### src/sv/msc_pkg.sv
`timescale 1ns / 1ps
// ----------------------------------------------------------------------------
// msc_pkg
// Shared opcodes, event codes and the burst descriptor for the command parser.
// ----------------------------------------------------------------------------
package msc_pkg;

    // status opcodes (channel opcodes compared with the low nibble cleared)
    localparam logic [7:0] OP_ANALOG         = 8'hE0;
    localparam logic [7:0] OP_DIGITAL        = 8'h90;
    localparam logic [7:0] OP_REPORT_ANALOG  = 8'hC0;
    localparam logic [7:0] OP_REPORT_DIGITAL = 8'hD0;
    localparam logic [7:0] OP_PIN_MODE       = 8'hF4;
    localparam logic [7:0] OP_PIN_VALUE      = 8'hF5;
    localparam logic [7:0] OP_SYSEX_START    = 8'hF0;
    localparam logic [7:0] OP_SYSEX_END      = 8'hF7;
    localparam logic [7:0] OP_VERSION        = 8'hF9;
    localparam logic [7:0] OP_RESET          = 8'hFF;
    localparam logic [7:0] FIRMWARE_QUERY    = 8'h79;

    // event codes on the output
    localparam logic [2:0] EV_ANALOG         = 3'd0;
    localparam logic [2:0] EV_DIGITAL        = 3'd1;
    localparam logic [2:0] EV_PIN_MODE       = 3'd2;
    localparam logic [2:0] EV_PIN_VALUE      = 3'd3;
    localparam logic [2:0] EV_REPORT_ANALOG  = 3'd4;
    localparam logic [2:0] EV_REPORT_DIGITAL = 3'd5;

    // pending command codes: none, otherwise event code plus one
    localparam logic [2:0] PC_NONE           = 3'd0;
    localparam logic [2:0] PC_ANALOG         = 3'd1;
    localparam logic [2:0] PC_DIGITAL        = 3'd2;
    localparam logic [2:0] PC_PIN_MODE       = 3'd3;
    localparam logic [2:0] PC_PIN_VALUE      = 3'd4;
    localparam logic [2:0] PC_REPORT_ANALOG  = 3'd5;
    localparam logic [2:0] PC_REPORT_DIGITAL = 3'd6;

    localparam int unsigned MAX_BEATS = 5;

    typedef logic [MAX_BEATS-1:0][7:0] t_tx_bytes;

    typedef struct packed {
        logic [6:0] fw_major;
        logic [6:0] fw_minor;
        logic [6:0] pr_major;
        logic [6:0] pr_minor;
    } t_cfg;

    typedef struct packed {
        logic [2:0]  count;       // beats in the burst, 0 when none
        logic        is_tx;
        logic [2:0]  event_code;
        logic [6:0]  channel;
        logic [13:0] value;
        t_tx_bytes   tx;
    } t_burst;

    typedef struct packed {
        logic free;               // burst register can take a new burst
    } t_seq_status;

endpackage

### src/sv/msc_parser.sv
`timescale 1ns / 1ps
// ----------------------------------------------------------------------------
// msc_parser
// Parser state and single-pass decode of one received byte into a burst.
// ----------------------------------------------------------------------------
module msc_parser #(
    parameter int unsigned BUFFER_BYTES = 64
) (
    input  logic            i_clk,
    input  logic            i_rst_n,
    input  logic            i_fire,
    input  logic [7:0]      i_rx_byte,
    input  msc_pkg::t_cfg   i_cfg,
    output msc_pkg::t_burst o_burst
);
    import msc_pkg::*;

    localparam logic [6:0] BUF_LIMIT = 7'(BUFFER_BYTES);

    logic       r_in_sysex,      n_in_sysex;
    logic [6:0] r_sysex_count,   n_sysex_count;
    logic [1:0] r_bytes_pending, n_bytes_pending;
    logic [2:0] r_pending_cmd,   n_pending_cmd;
    logic [3:0] r_channel_latch, n_channel_latch;
    logic [7:0] r_data0,         n_data0;
    logic [7:0] r_data1,         n_data1;

    logic [7:0] w_op;
    t_burst     w_burst;

    always_comb begin
        n_in_sysex      = r_in_sysex;
        n_sysex_count   = r_sysex_count;
        n_bytes_pending = r_bytes_pending;
        n_pending_cmd   = r_pending_cmd;
        n_channel_latch = r_channel_latch;
        n_data0         = r_data0;
        n_data1         = r_data1;
        w_burst         = '0;
        w_op            = i_rx_byte;

        if (r_in_sysex) begin
            if (i_rx_byte == OP_SYSEX_END) begin
                n_in_sysex = 1'b0;
                if (r_data0 == FIRMWARE_QUERY) begin
                    w_burst.count = 3'd5;
                    w_burst.is_tx = 1'b1;
                    w_burst.tx[0] = OP_SYSEX_START;
                    w_burst.tx[1] = FIRMWARE_QUERY;
                    w_burst.tx[2] = {1'b0, i_cfg.fw_major};
                    w_burst.tx[3] = {1'b0, i_cfg.fw_minor};
                    w_burst.tx[4] = OP_SYSEX_END;
                end
            end else if (r_sysex_count < BUF_LIMIT) begin
                // only the first two payload bytes are kept
                if (r_sysex_count == 7'd0) begin
                    n_data0 = i_rx_byte;
                end
                if (r_sysex_count == 7'd1) begin
                    n_data1 = i_rx_byte;
                end
                n_sysex_count = r_sysex_count + 7'd1;
            end
        end else if (r_bytes_pending != 2'd0 && !i_rx_byte[7]) begin
            n_bytes_pending = r_bytes_pending - 2'd1;
            if (n_bytes_pending[0]) begin
                n_data1 = i_rx_byte;
            end else begin
                n_data0 = i_rx_byte;
            end
            if (n_bytes_pending == 2'd0 && r_pending_cmd != PC_NONE) begin
                n_pending_cmd = PC_NONE;
                w_burst.event_code = r_pending_cmd - 3'd1;
                case (r_pending_cmd)
                    PC_ANALOG, PC_DIGITAL: begin
                        w_burst.count   = 3'd1;
                        w_burst.channel = {3'b000, r_channel_latch};
                        w_burst.value   = {i_rx_byte[6:0], 7'b0} + 14'(r_data1);
                    end
                    PC_PIN_MODE, PC_PIN_VALUE: begin
                        w_burst.count   = 3'd1;
                        w_burst.channel = r_data1[6:0];
                        w_burst.value   = 14'(i_rx_byte);
                    end
                    PC_REPORT_ANALOG, PC_REPORT_DIGITAL: begin
                        w_burst.count   = 3'd1;
                        w_burst.channel = {3'b000, r_channel_latch};
                        w_burst.value   = 14'(i_rx_byte);
                    end
                    default: begin
                        w_burst.event_code = EV_ANALOG;
                    end
                endcase
            end
        end else begin
            if (i_rx_byte < OP_SYSEX_START) begin
                w_op            = {i_rx_byte[7:4], 4'h0};
                n_channel_latch = i_rx_byte[3:0];
            end
            case (w_op)
                OP_ANALOG: begin
                    n_bytes_pending = 2'd2;
                    n_pending_cmd   = PC_ANALOG;
                end
                OP_DIGITAL: begin
                    n_bytes_pending = 2'd2;
                    n_pending_cmd   = PC_DIGITAL;
                end
                OP_PIN_MODE: begin
                    n_bytes_pending = 2'd2;
                    n_pending_cmd   = PC_PIN_MODE;
                end
                OP_PIN_VALUE: begin
                    n_bytes_pending = 2'd2;
                    n_pending_cmd   = PC_PIN_VALUE;
                end
                OP_REPORT_ANALOG: begin
                    n_bytes_pending = 2'd1;
                    n_pending_cmd   = PC_REPORT_ANALOG;
                end
                OP_REPORT_DIGITAL: begin
                    n_bytes_pending = 2'd1;
                    n_pending_cmd   = PC_REPORT_DIGITAL;
                end
                OP_SYSEX_START: begin
                    n_in_sysex    = 1'b1;
                    n_sysex_count = 7'd0;
                end
                OP_RESET: begin
                    n_in_sysex      = 1'b0;
                    n_sysex_count   = 7'd0;
                    n_bytes_pending = 2'd0;
                    n_pending_cmd   = PC_NONE;
                    n_channel_latch = 4'h0;
                    n_data0         = 8'h00;
                    n_data1         = 8'h00;
                end
                OP_VERSION: begin
                    w_burst.count = 3'd3;
                    w_burst.is_tx = 1'b1;
                    w_burst.tx[0] = OP_VERSION;
                    w_burst.tx[1] = {1'b0, i_cfg.pr_major};
                    w_burst.tx[2] = {1'b0, i_cfg.pr_minor};
                end
                default: begin
                    n_pending_cmd = n_pending_cmd;
                end
            endcase
        end
    end

    always_ff @(posedge i_clk) begin
        if (!i_rst_n) begin
            r_in_sysex      <= 1'b0;
            r_sysex_count   <= 7'd0;
            r_bytes_pending <= 2'd0;
            r_pending_cmd   <= PC_NONE;
            r_channel_latch <= 4'h0;
            r_data0         <= 8'h00;
            r_data1         <= 8'h00;
        end else if (i_fire) begin
            r_in_sysex      <= n_in_sysex;
            r_sysex_count   <= n_sysex_count;
            r_bytes_pending <= n_bytes_pending;
            r_pending_cmd   <= n_pending_cmd;
            r_channel_latch <= n_channel_latch;
            r_data0         <= n_data0;
            r_data1         <= n_data1;
        end
    end

    assign o_burst = w_burst;

    // a data wait always has a command behind it
    a_wait_has_cmd: assert property (@(posedge i_clk) disable iff (!i_rst_n)
        r_bytes_pending != 2'd0 |-> r_pending_cmd != PC_NONE)
        else $error("data wait without pending command");

    // payload count never passes the buffer size
    a_sysex_sat: assert property (@(posedge i_clk) disable iff (!i_rst_n)
        r_sysex_count <= BUF_LIMIT)
        else $error("sysex count beyond buffer size");

endmodule

### src/sv/msc_tx_seq.sv
`timescale 1ns / 1ps
// ----------------------------------------------------------------------------
// msc_tx_seq
// Burst register and beat sequencer driving the result channel.
// ----------------------------------------------------------------------------
module msc_tx_seq (
    input  logic                 i_clk,
    input  logic                 i_rst_n,
    input  logic                 i_load,
    input  msc_pkg::t_burst      i_burst,
    input  logic                 i_stall,
    output msc_pkg::t_seq_status o_status,
    output logic                 o_valid,
    output logic                 o_out_kind,
    output logic [2:0]           o_event_code,
    output logic [6:0]           o_channel,
    output logic [13:0]          o_value,
    output logic [7:0]           o_tx_byte,
    output logic                 o_last
);
    import msc_pkg::*;

    logic       r_valid, n_valid;
    logic [2:0] r_idx,   n_idx;
    t_burst     r_burst;

    logic       w_taken;
    logic       w_last;
    logic [7:0] w_byte;

    assign w_taken = r_valid && !i_stall;
    assign w_last  = (r_idx == r_burst.count - 3'd1);

    always_comb begin
        n_valid = r_valid;
        n_idx   = r_idx;
        if (w_taken) begin
            if (w_last) begin
                n_valid = 1'b0;
            end else begin
                n_idx = r_idx + 3'd1;
            end
        end
        if (i_load) begin
            n_valid = 1'b1;
            n_idx   = 3'd0;
        end
    end

    always_ff @(posedge i_clk) begin
        if (!i_rst_n) begin
            r_valid <= 1'b0;
            r_idx   <= 3'd0;
        end else begin
            r_valid <= n_valid;
            r_idx   <= n_idx;
        end
    end

    always_ff @(posedge i_clk) begin
        if (i_load) begin
            r_burst <= i_burst;
        end
    end

    always_comb begin
        case (r_idx)
            3'd0:    w_byte = r_burst.tx[0];
            3'd1:    w_byte = r_burst.tx[1];
            3'd2:    w_byte = r_burst.tx[2];
            3'd3:    w_byte = r_burst.tx[3];
            3'd4:    w_byte = r_burst.tx[4];
            default: w_byte = 8'h00;
        endcase
    end

    assign o_status.free = !r_valid || (w_taken && w_last);
    assign o_valid       = r_valid;
    assign o_out_kind    = r_burst.is_tx;
    assign o_event_code  = r_burst.event_code;
    assign o_channel     = r_burst.channel;
    assign o_value       = r_burst.value;
    assign o_tx_byte     = w_byte;
    assign o_last        = w_last;

    // a loaded burst always holds between one and five beats, index inside it
    a_idx_in_burst: assert property (@(posedge i_clk) disable iff (!i_rst_n)
        r_valid |-> (r_idx < r_burst.count && r_burst.count <= 3'd5))
        else $error("beat index outside burst");

    // a decoded event is always a single beat
    a_event_single: assert property (@(posedge i_clk) disable iff (!i_rst_n)
        (r_valid && !r_burst.is_tx) |-> (r_burst.count == 3'd1 && r_idx == 3'd0))
        else $error("event burst longer than one beat");

    // a new burst is only loaded when the register is free
    a_load_free: assert property (@(posedge i_clk) disable iff (!i_rst_n)
        i_load |-> o_status.free)
        else $error("burst overwritten before drained");

endmodule

### src/sv/midi_style_command_parser_core.sv
`timescale 1ns / 1ps
// datapath: a taken byte sits in the input register, is decoded there and is loaded into
//   the burst register, which presents its first result beat on o_valid
// throughput: one byte per cycle while each byte gives at most one beat and o_valid is not
//   stalled; a reply burst (3 bytes for version, 5 for firmware report) holds the input at
//   the next byte with a result until the single burst register at the result port drains
// reset: synchronous active low; clears parser state and sets the version registers
//   to firmware 2.5 and protocol 2.5
// ----------------------------------------------------------------------------
// midi_style_command_parser_core
// Serial command parser: decodes opcodes and data bytes into events or replies.
// ----------------------------------------------------------------------------
module midi_style_command_parser_core #(
    parameter int unsigned BUFFER_BYTES = 64
) (
    input  logic        i_clk,
    input  logic        i_rst_n,
    // received byte beats
    input  logic        i_valid,
    output logic        o_stall,
    input  logic [7:0]  i_rx_byte,
    // result beats
    output logic        o_valid,
    input  logic        i_stall,
    output logic        o_out_kind,
    output logic [2:0]  o_event_code,
    output logic [6:0]  o_channel,
    output logic [13:0] o_value,
    output logic [7:0]  o_tx_byte,
    output logic        o_last,
    // version register writes
    input  logic        i_cfg_we,
    input  logic [1:0]  i_cfg_index,
    input  logic [6:0]  i_cfg_data
);
    import msc_pkg::*;

    // register indexes of the write port
    localparam logic [1:0] REG_FW_MAJOR = 2'd0;
    localparam logic [1:0] REG_FW_MINOR = 2'd1;
    localparam logic [1:0] REG_PR_MAJOR = 2'd2;
    localparam logic [1:0] REG_PR_MINOR = 2'd3;

    t_cfg        r_cfg;

    // input register
    logic        r_in_valid, n_in_valid;
    logic [7:0]  r_in_byte;

    t_burst      w_burst;
    t_seq_status w_seq;
    logic        w_consume;
    logic        w_take_in;

    // a byte with no result needs no room in the burst register
    assign w_consume = r_in_valid && ((w_burst.count == 3'd0) || w_seq.free);
    assign w_take_in = !r_in_valid || w_consume;
    assign o_stall   = !w_take_in;

    always_comb begin
        n_in_valid = r_in_valid;
        if (w_take_in) begin
            n_in_valid = i_valid;
        end
    end

    always_ff @(posedge i_clk) begin
        if (!i_rst_n) begin
            r_in_valid <= 1'b0;
        end else begin
            r_in_valid <= n_in_valid;
        end
    end

    always_ff @(posedge i_clk) begin
        if (w_take_in && i_valid) begin
            r_in_byte <= i_rx_byte;
        end
    end

    // version registers, the user must write them only while idle; the block itself does not enforce it
    always_ff @(posedge i_clk) begin
        if (!i_rst_n) begin
            r_cfg.fw_major <= 7'd2;
            r_cfg.fw_minor <= 7'd5;
            r_cfg.pr_major <= 7'd2;
            r_cfg.pr_minor <= 7'd5;
        end else if (i_cfg_we) begin
            case (i_cfg_index)
                REG_FW_MAJOR: r_cfg.fw_major <= i_cfg_data;
                REG_FW_MINOR: r_cfg.fw_minor <= i_cfg_data;
                REG_PR_MAJOR: r_cfg.pr_major <= i_cfg_data;
                REG_PR_MINOR: r_cfg.pr_minor <= i_cfg_data;
                default:      r_cfg.pr_minor <= r_cfg.pr_minor;
            endcase
        end
    end

    // decode of the held byte and parser state update
    msc_parser #(
        .BUFFER_BYTES (BUFFER_BYTES)
    ) u_parser (
        .i_clk     (i_clk),
        .i_rst_n   (i_rst_n),
        .i_fire    (w_consume),
        .i_rx_byte (r_in_byte),
        .i_cfg     (r_cfg),
        .o_burst   (w_burst)
    );

    // result bursts go out one beat per cycle while the receiver does not stall
    msc_tx_seq u_tx_seq (
        .i_clk        (i_clk),
        .i_rst_n      (i_rst_n),
        .i_load       (w_consume && (w_burst.count != 3'd0)),
        .i_burst      (w_burst),
        .i_stall      (i_stall),
        .o_status     (w_seq),
        .o_valid      (o_valid),
        .o_out_kind   (o_out_kind),
        .o_event_code (o_event_code),
        .o_channel    (o_channel),
        .o_value      (o_value),
        .o_tx_byte    (o_tx_byte),
        .o_last       (o_last)
    );

endmodule

### config.mk
export PLATFORM = sky130hd
export DESIGN_NAME = midi_style_command_parser_core
export DESIGN_NICKNAME = d
export VERILOG_FILES = /design/src/sv/msc_pkg.sv /design/src/sv/msc_parser.sv /design/src/sv/msc_tx_seq.sv /design/src/sv/midi_style_command_parser_core.sv
export SDC_FILE = /design/constraint.sdc
export NUM_CORES = 1
export LEC_CHECK = 0
export BUFFER_PORTS_ARGS = -buffer_cell sky130_fd_sc_hd__buf_2
export CAP_MARGIN = 15
export CORE_MARGIN = 2
export CORE_UTILIZATION = 48
export CTS_CLUSTER_SIZE = 12
export DETAILED_ROUTE_END_ITERATION = 8
export PLACE_DENSITY = 0.67
export SYNTH_ARGS = -nofsm -noshare
export SYNTH_HDL_FRONTEND = slang
export SYNTH_SLANG_ARGS = --single-unit
### constraint.sdc
create_clock -name i_clk -period 12.2 [get_ports i_clk]
set_input_delay 1.83 -clock i_clk [delete_from_list [all_inputs] [get_ports i_clk]]
set_output_delay 1.83 -clock i_clk [all_outputs]
set_load 0.05 [all_outputs]
==> Word level (Yosys, flattened, before mapping) <==
Index checks and enable logic that the tools add are counted.
{ "totals": {"reg_bits": 142, "out_inout_bits": 36, "input_bits": 22, "elab_cells": 178} }
{ "op_classes": {"addsub": 6, "bitwise_logic": 6, "n_eq_ne": 34, "n_mux": 50, "order_cmp": 2, "n_reduce_logical": 54} }
{ "op_table": {"columns": ["op", "n"], "rows": [
  ["two-way mux 8 bit", 15],
  ["equality test 8 bit, second input constant", 10],
  ["two-way mux 24 bit", 3],
  ["one-hot mux 21 bit (3 select lines)", 1],
  ["two-way mux 40 bit", 1],
  ["one-hot mux 8 bit (5 select lines)", 1],
  ["two-way mux 7 bit", 5],
  ["two-way mux 4 bit", 6],
  ["two-way mux 23 bit", 1],
  ["one-hot mux 3 bit (7 select lines)", 1],
  ["two-way mux 3 bit", 5],
  ["adder 14 x 8 -> 14 bit", 1],
  ["AND reduction 2 bit", 7],
  ["equality test 3 x 2 -> 1 bit, second input constant", 4],
  ["equality test 3 bit, second input constant", 4],
  ["AND reduction 6 bit", 2],
  ["OR reduction 2 bit", 6],
  ["inequality test 2 bit, second input constant", 5],
  ["nonzero test 2 bit", 5],
  ["two-way mux 1 bit", 9],
  ["nonzero test 3 bit", 3],
  ["equality test 8 x 7 -> 1 bit, second input constant", 1],
  ["less-than comparator 8 bit, second input constant", 1],
  ["AND reduction 4 bit", 2],
  ["other kinds (28)", 53]
]} }

==> Depth between registers and ports, before layout <==
{ "depth": {"depth_word": 14, "mapped_depth": 9, "ltp_nobuf": 8} }

==> Hierarchy <==
From an unflattened synthesis, not the netlist that was laid out.
{ "unflattened": {"cells_unflattened": 603, "area_unflattened_um2": 6767.7} }
{ "by_module_without_submodules": {"columns": ["mod", "area_each_um2", "cells_per_inst", "instances", "seq_area_each_um2"], "rows": [
  ["msc_tx_seq", 2763.9, 159, 1, 2122.0],
  ["msc_parser", 2621.3, 320, 1, 660.6],
  ["midi_style_command_parser_core", 1382.6, 124, 1, 820.8]
]} }

==> Worst setup path after synthesis <==
Ideal clock, no wire load.
{ "synth_timing": {"path_kind": "input-to-reg", "from": "input port i_stall", "to": "register u_tx_seq.r_burst (netlist bit u_tx_seq.o_channel[0]) (enable)", "t_arrival_ns": 4.173, "setup_ns": 0.458, "n_path_buf": 0, "path_slack_ns": 7.569, "required_ns": 11.742, "cell_stages": 2, "path_cell_list": "o21a_1 nor2_1"} }
{ "synth_between": {"elab_chain_cells": 7} }
{ "synth_lines": {"columns": ["item", "line_no", "rtl"], "rows": [
  ["from (decl)", "midi_style_command_parser_core.sv:24", "input logic i_stall,"],
  ["logical NOT 1 bit", "msc_tx_seq.sv:31", "assign w_taken = r_valid && !i_stall;"],
  ["logical AND 1 bit", "msc_tx_seq.sv:31", null],
  ["logical AND 1 bit", "msc_tx_seq.sv:77", "assign o_status.free = !r_valid || (w_taken && w_last);"],
  ["logical OR 1 bit", "msc_tx_seq.sv:77", null],
  ["logical OR 1 bit", "midi_style_command_parser_core.sv:56", "assign w_consume = r_in_valid && ((w_burst.count == 3'd0) || w_seq.free);"],
  ["logical AND 1 bit", "midi_style_command_parser_core.sv:56", null],
  ["logical AND 1 bit", "midi_style_command_parser_core.sv:115", ".i_load (w_consume && (w_burst.count != 3'd0)),"],
  ["named net u_tx_seq.i_load", "msc_tx_seq.sv:9", "input logic i_load,"],
  ["to (signal assigned)", "msc_tx_seq.sv:62", "r_burst <= i_burst;"],
  ["to (decl)", "msc_tx_seq.sv:25", "t_burst r_burst;"]
]} }
The timed path passes the listed nets, and every way through them passes these cells.
A chain may end at the register's enable or synchronous reset.

==> flow_summary.yaml <==
clock_tree:
  cts_tree: "yes"
  root_buffer: "clkbuf_16"
  cts.path.max_buffers: 2
  clk_latency_ns: 0.41
  postCtsSetupBuffers: 0
  clkSlewWorstSetupHoldPaths_ns: 0.05
  h-tree-depth: 4
  clock-sinks: 124
  cts_resized: 0
  hold_buffers: 0
  cts_inserted_buffers: 17
worst_setup_path:
  crit_path_max_fanout: 13
  cp.arrival_ns: 2.88
  worstReg2RegEnd: "r_in_byte[0]$_DFFE_PP_"
  critPathRequiredTime_ns: 10.37
  critPathLaunch: "u_parser.r_bytes_pending[0]$_SDFFE_PN0P_"
  worst-path-stages: 8
  worstSetupStartpointType: "flop"
  critPathKind: "reg -> out"
  slowest_delay_ns: 0.40
  cp_slowest_cell: "dfxtp_1"
  crit_chain: "inv_1 -> ha_1 -> nor3_1 -> o2111ai_4 -> o211ai_4 -> nand2_1 -> nor2_2 -> buf_2"
  crit_buf_inv: 2
  ff2ff_path_depth: 8
  cp-endpoint: "o_stall"
  r2r-start: "u_parser.r_pending_cmd[0]$_SDFFE_PN0P_"
  endpoint_kind: "output port"
  regToRegSetupSlack_ns: 9.25
  cp_top_family: "simple AND/OR/NAND/NOR gates"
place:
  port_buffers: 57
  dp_hpwl_um: 8390
  gp_congestion: 0.821
pwr:
  pwr-share-comb: 0.038
  p_leak_nw: 2.75
  p_int_uw: 801
  ir_drop_uv: 64.7
  power.clock.fraction: 0.516
  power_mw: 1.01
  pwr-share-seq: 0.446
  switching_power_uw: 209
  switching_share: 0.207
  p_per_area_mw_per_mm2: 148
global_routing:
  busiest_layer: "met1"
  grt_usage: 0.186
  gr-total-overflow: 0
  grt_pass1_vias: 3846
  grt_use_met2: 0.261
  antenna_found_initial: 0
  grt_util_met3: 0.0446
  gr-usage-met1: 0.277
  grt_max_degree: 74
  grt_pass1_wl_um: 19400
yosys:
  synth_flop_cell: "dfxtp_1"
  synth_area_per_cell_um2: 10.7
  synthArstFlopShare: 0
  ys_ff_latch: 124
  synth-seq-area-share: 0.503
  syn_area_mm2: 0.00609
  synth_cell_types: 66
  postSynthCellCount: 571
  syn_nets: 611
  yosysWarnings: 0
  synth_edf_count: 58
timing:
  clock.fmax_mhz: 212
  slew-limit-headroom: 0.551
  setup_viol: 0
  maxSlewViolCount: 0
  finalHoldViolCount: 0
  rsz0062_at_grt: "no"
  fin_skew_ns: 0.00561
  fin_crit_sh: 0.386
  tns_ns: 0
  fin_crit_ns: 4.71
  worstMarginPinSlew_ns: 0.673
detailed_routing:
  wl_um: 12200
  dr.pass1.iters: 6
  antenna_left: 0
  wl_per_cell_um: 15.7
  via_per_inst: 5.35
  drc: 0
  via_count: 4171
  initialDrtViolationCount: 297
finish:
  nets: 634
  area_delta_synth_final_pct: 12.1
  drive_above_1_share: 0.178
  fillCellCount: 1125
  diodes: 0
die:
  die_w_um: 117
  dieArea_mm2: 0.0136
  ios: 58
  core_mm2: 0.0125
  die_h_um: 117
  start_util: 0.487
  num_rows: 41
hold_path:
  hp-start: "u_parser.r_data0[0]$_SDFFE_PN0P_"
  hp-class: "reg -> reg"
run_status:
  status: "completed"
run:
  drv_cap: 0
synth_stat cells, drive strengths merged (10+ instances only):
library cell,n,area [um2]
nor2,41,156
buf,30,216
nand2,64,240
and2,12,77.6
ha,18,225
mux2i,40,400
nor2b,22,138
clkbuf,25,189
edfxtp,58,1740
dfxtp,66,1320
nand3,34,170
o21ai,10,53.8
a21boi,11,82.6
a22oi,14,105
inv,18,67.6
power groups by stage:
| stage | registers (mW) | logic (mW) | clock network [mW] |
|---|---|---|---|
| 6_report | 0.451 | 0.0385 | 0.521 |
| 5_1_grt | 0.452 | 0.0428 | 0.542 |
| 4_1_cts | 0.450 | 0.0384 | 0.526 |
| 3_5_place_dp | 0.459 | 0.0380 | 0 |
| 3_3_place_gp | 0.458 | 0.0372 | 0 |
| 2_1_floorplan | 0.452 | 0.0361 | 0 |
final cells by class:
| class | instances | area, um2 | area share |
|---|---|---|---|
| Timing Repair Buffer | 61 | 315 | 0.0462 |
| Sequential cell | 124 | 3060 | 0.449 |
| Inverter | 18 | 67.6 | 0.00990 |
| Multi-Input combinational cell | 372 | 2550 | 0.374 |
| Tap cell | 172 | 215 | 0.0315 |
| Clock buffer | 20 | 447 | 0.0654 |
| Clock inverter | 12 | 169 | 0.0247 |
worst min-delay path, delay by kind of cell, from the launching register on:
family / cells / cell delay (ns)
mux: 1 / 0.05
simple gates: 1 / 0.05
flops: 1 / 0.30
flip-flops by register name, summed over array words and instances (netlist names), 2 cells and up:
register	flops
r_cfg	28
r_in_byte	8
u_parser.r_bytes_pending	2
u_parser.r_channel_latch	4
u_parser.r_data0	8
u_parser.r_data1	8
u_parser.r_pending_cmd	3
u_parser.r_sysex_count	7
u_tx_seq.o_channel	7
u_tx_seq.o_event_code	3
u_tx_seq.o_value	14
u_tx_seq.r_burst	26
u_tx_seq.r_idx	3
kinds of logic (layout without fill, tap and decap cells):
group	after synthesis	after routing	synth area share
and+or+nand+nor	215	215	0.180
xor gates and xnor gates	14	14	0.0224
muxes	42	42	0.0700
DFF	124	124	0.503
buffers and inverters	75	111	0.0809
AOI/OAI and AO/OA	83	83	0.107
adders and majority gates	18	18	0.0370
stage by stage:
step	hold slack [ns]	area [um2]	setup WS, ns	util	instances
after floorplan	0.430	6090	7.57	-	571
after global placement	0.445	6210	7.73	0.496	747
after detailed placement	0.447	6210	7.74	0.496	747
after CTS	0.454	6830	7.52	0.545	779
after global routing	0.488	6830	7.30	0.545	779
final	0.453	6830	7.49	0.545	779
placed cells by master (no fill, tap or decap), drive strengths merged, types with 8 or more instances in the layout:
master,instances
a21boi,11
edfxtp,58
ha,18
and2,12
nor2b,22
mux2i,40
o21ai,10
inv,19
and3,8
xor2,8
nand2,64
buf,61
nand3,34
dfxtp,66
a22oi,14
clkbuf,20
nor2,41
how the worst min path moves through the flow:
stage                                               endpoint  depth (start not counted)
finish                      u_parser.r_data0[0]$_SDFFE_PN0P_                          2
global route                u_parser.r_data0[2]$_SDFFE_PN0P_                          2
CTS                         u_parser.r_data0[0]$_SDFFE_PN0P_                          2
detailed placement          u_parser.r_data0[0]$_SDFFE_PN0P_                          2
global placement    u_parser.r_bytes_pending[1]$_SDFFE_PN0P_                          2
floorplan                   u_parser.r_data0[0]$_SDFFE_PN0P_                          2
per-layer routing:
metal | wire length, um | share of wire | vias up
met5 | 0 | 0 | -
met4 | 217 | 0.018 | 0
met3 | 724 | 0.059 | 21
met2 | 5190 | 0.42 | 125
met1 | 6120 | 0.50 | 1969
li1 | - | - | 2056
(Power assumes the default switching activity.)
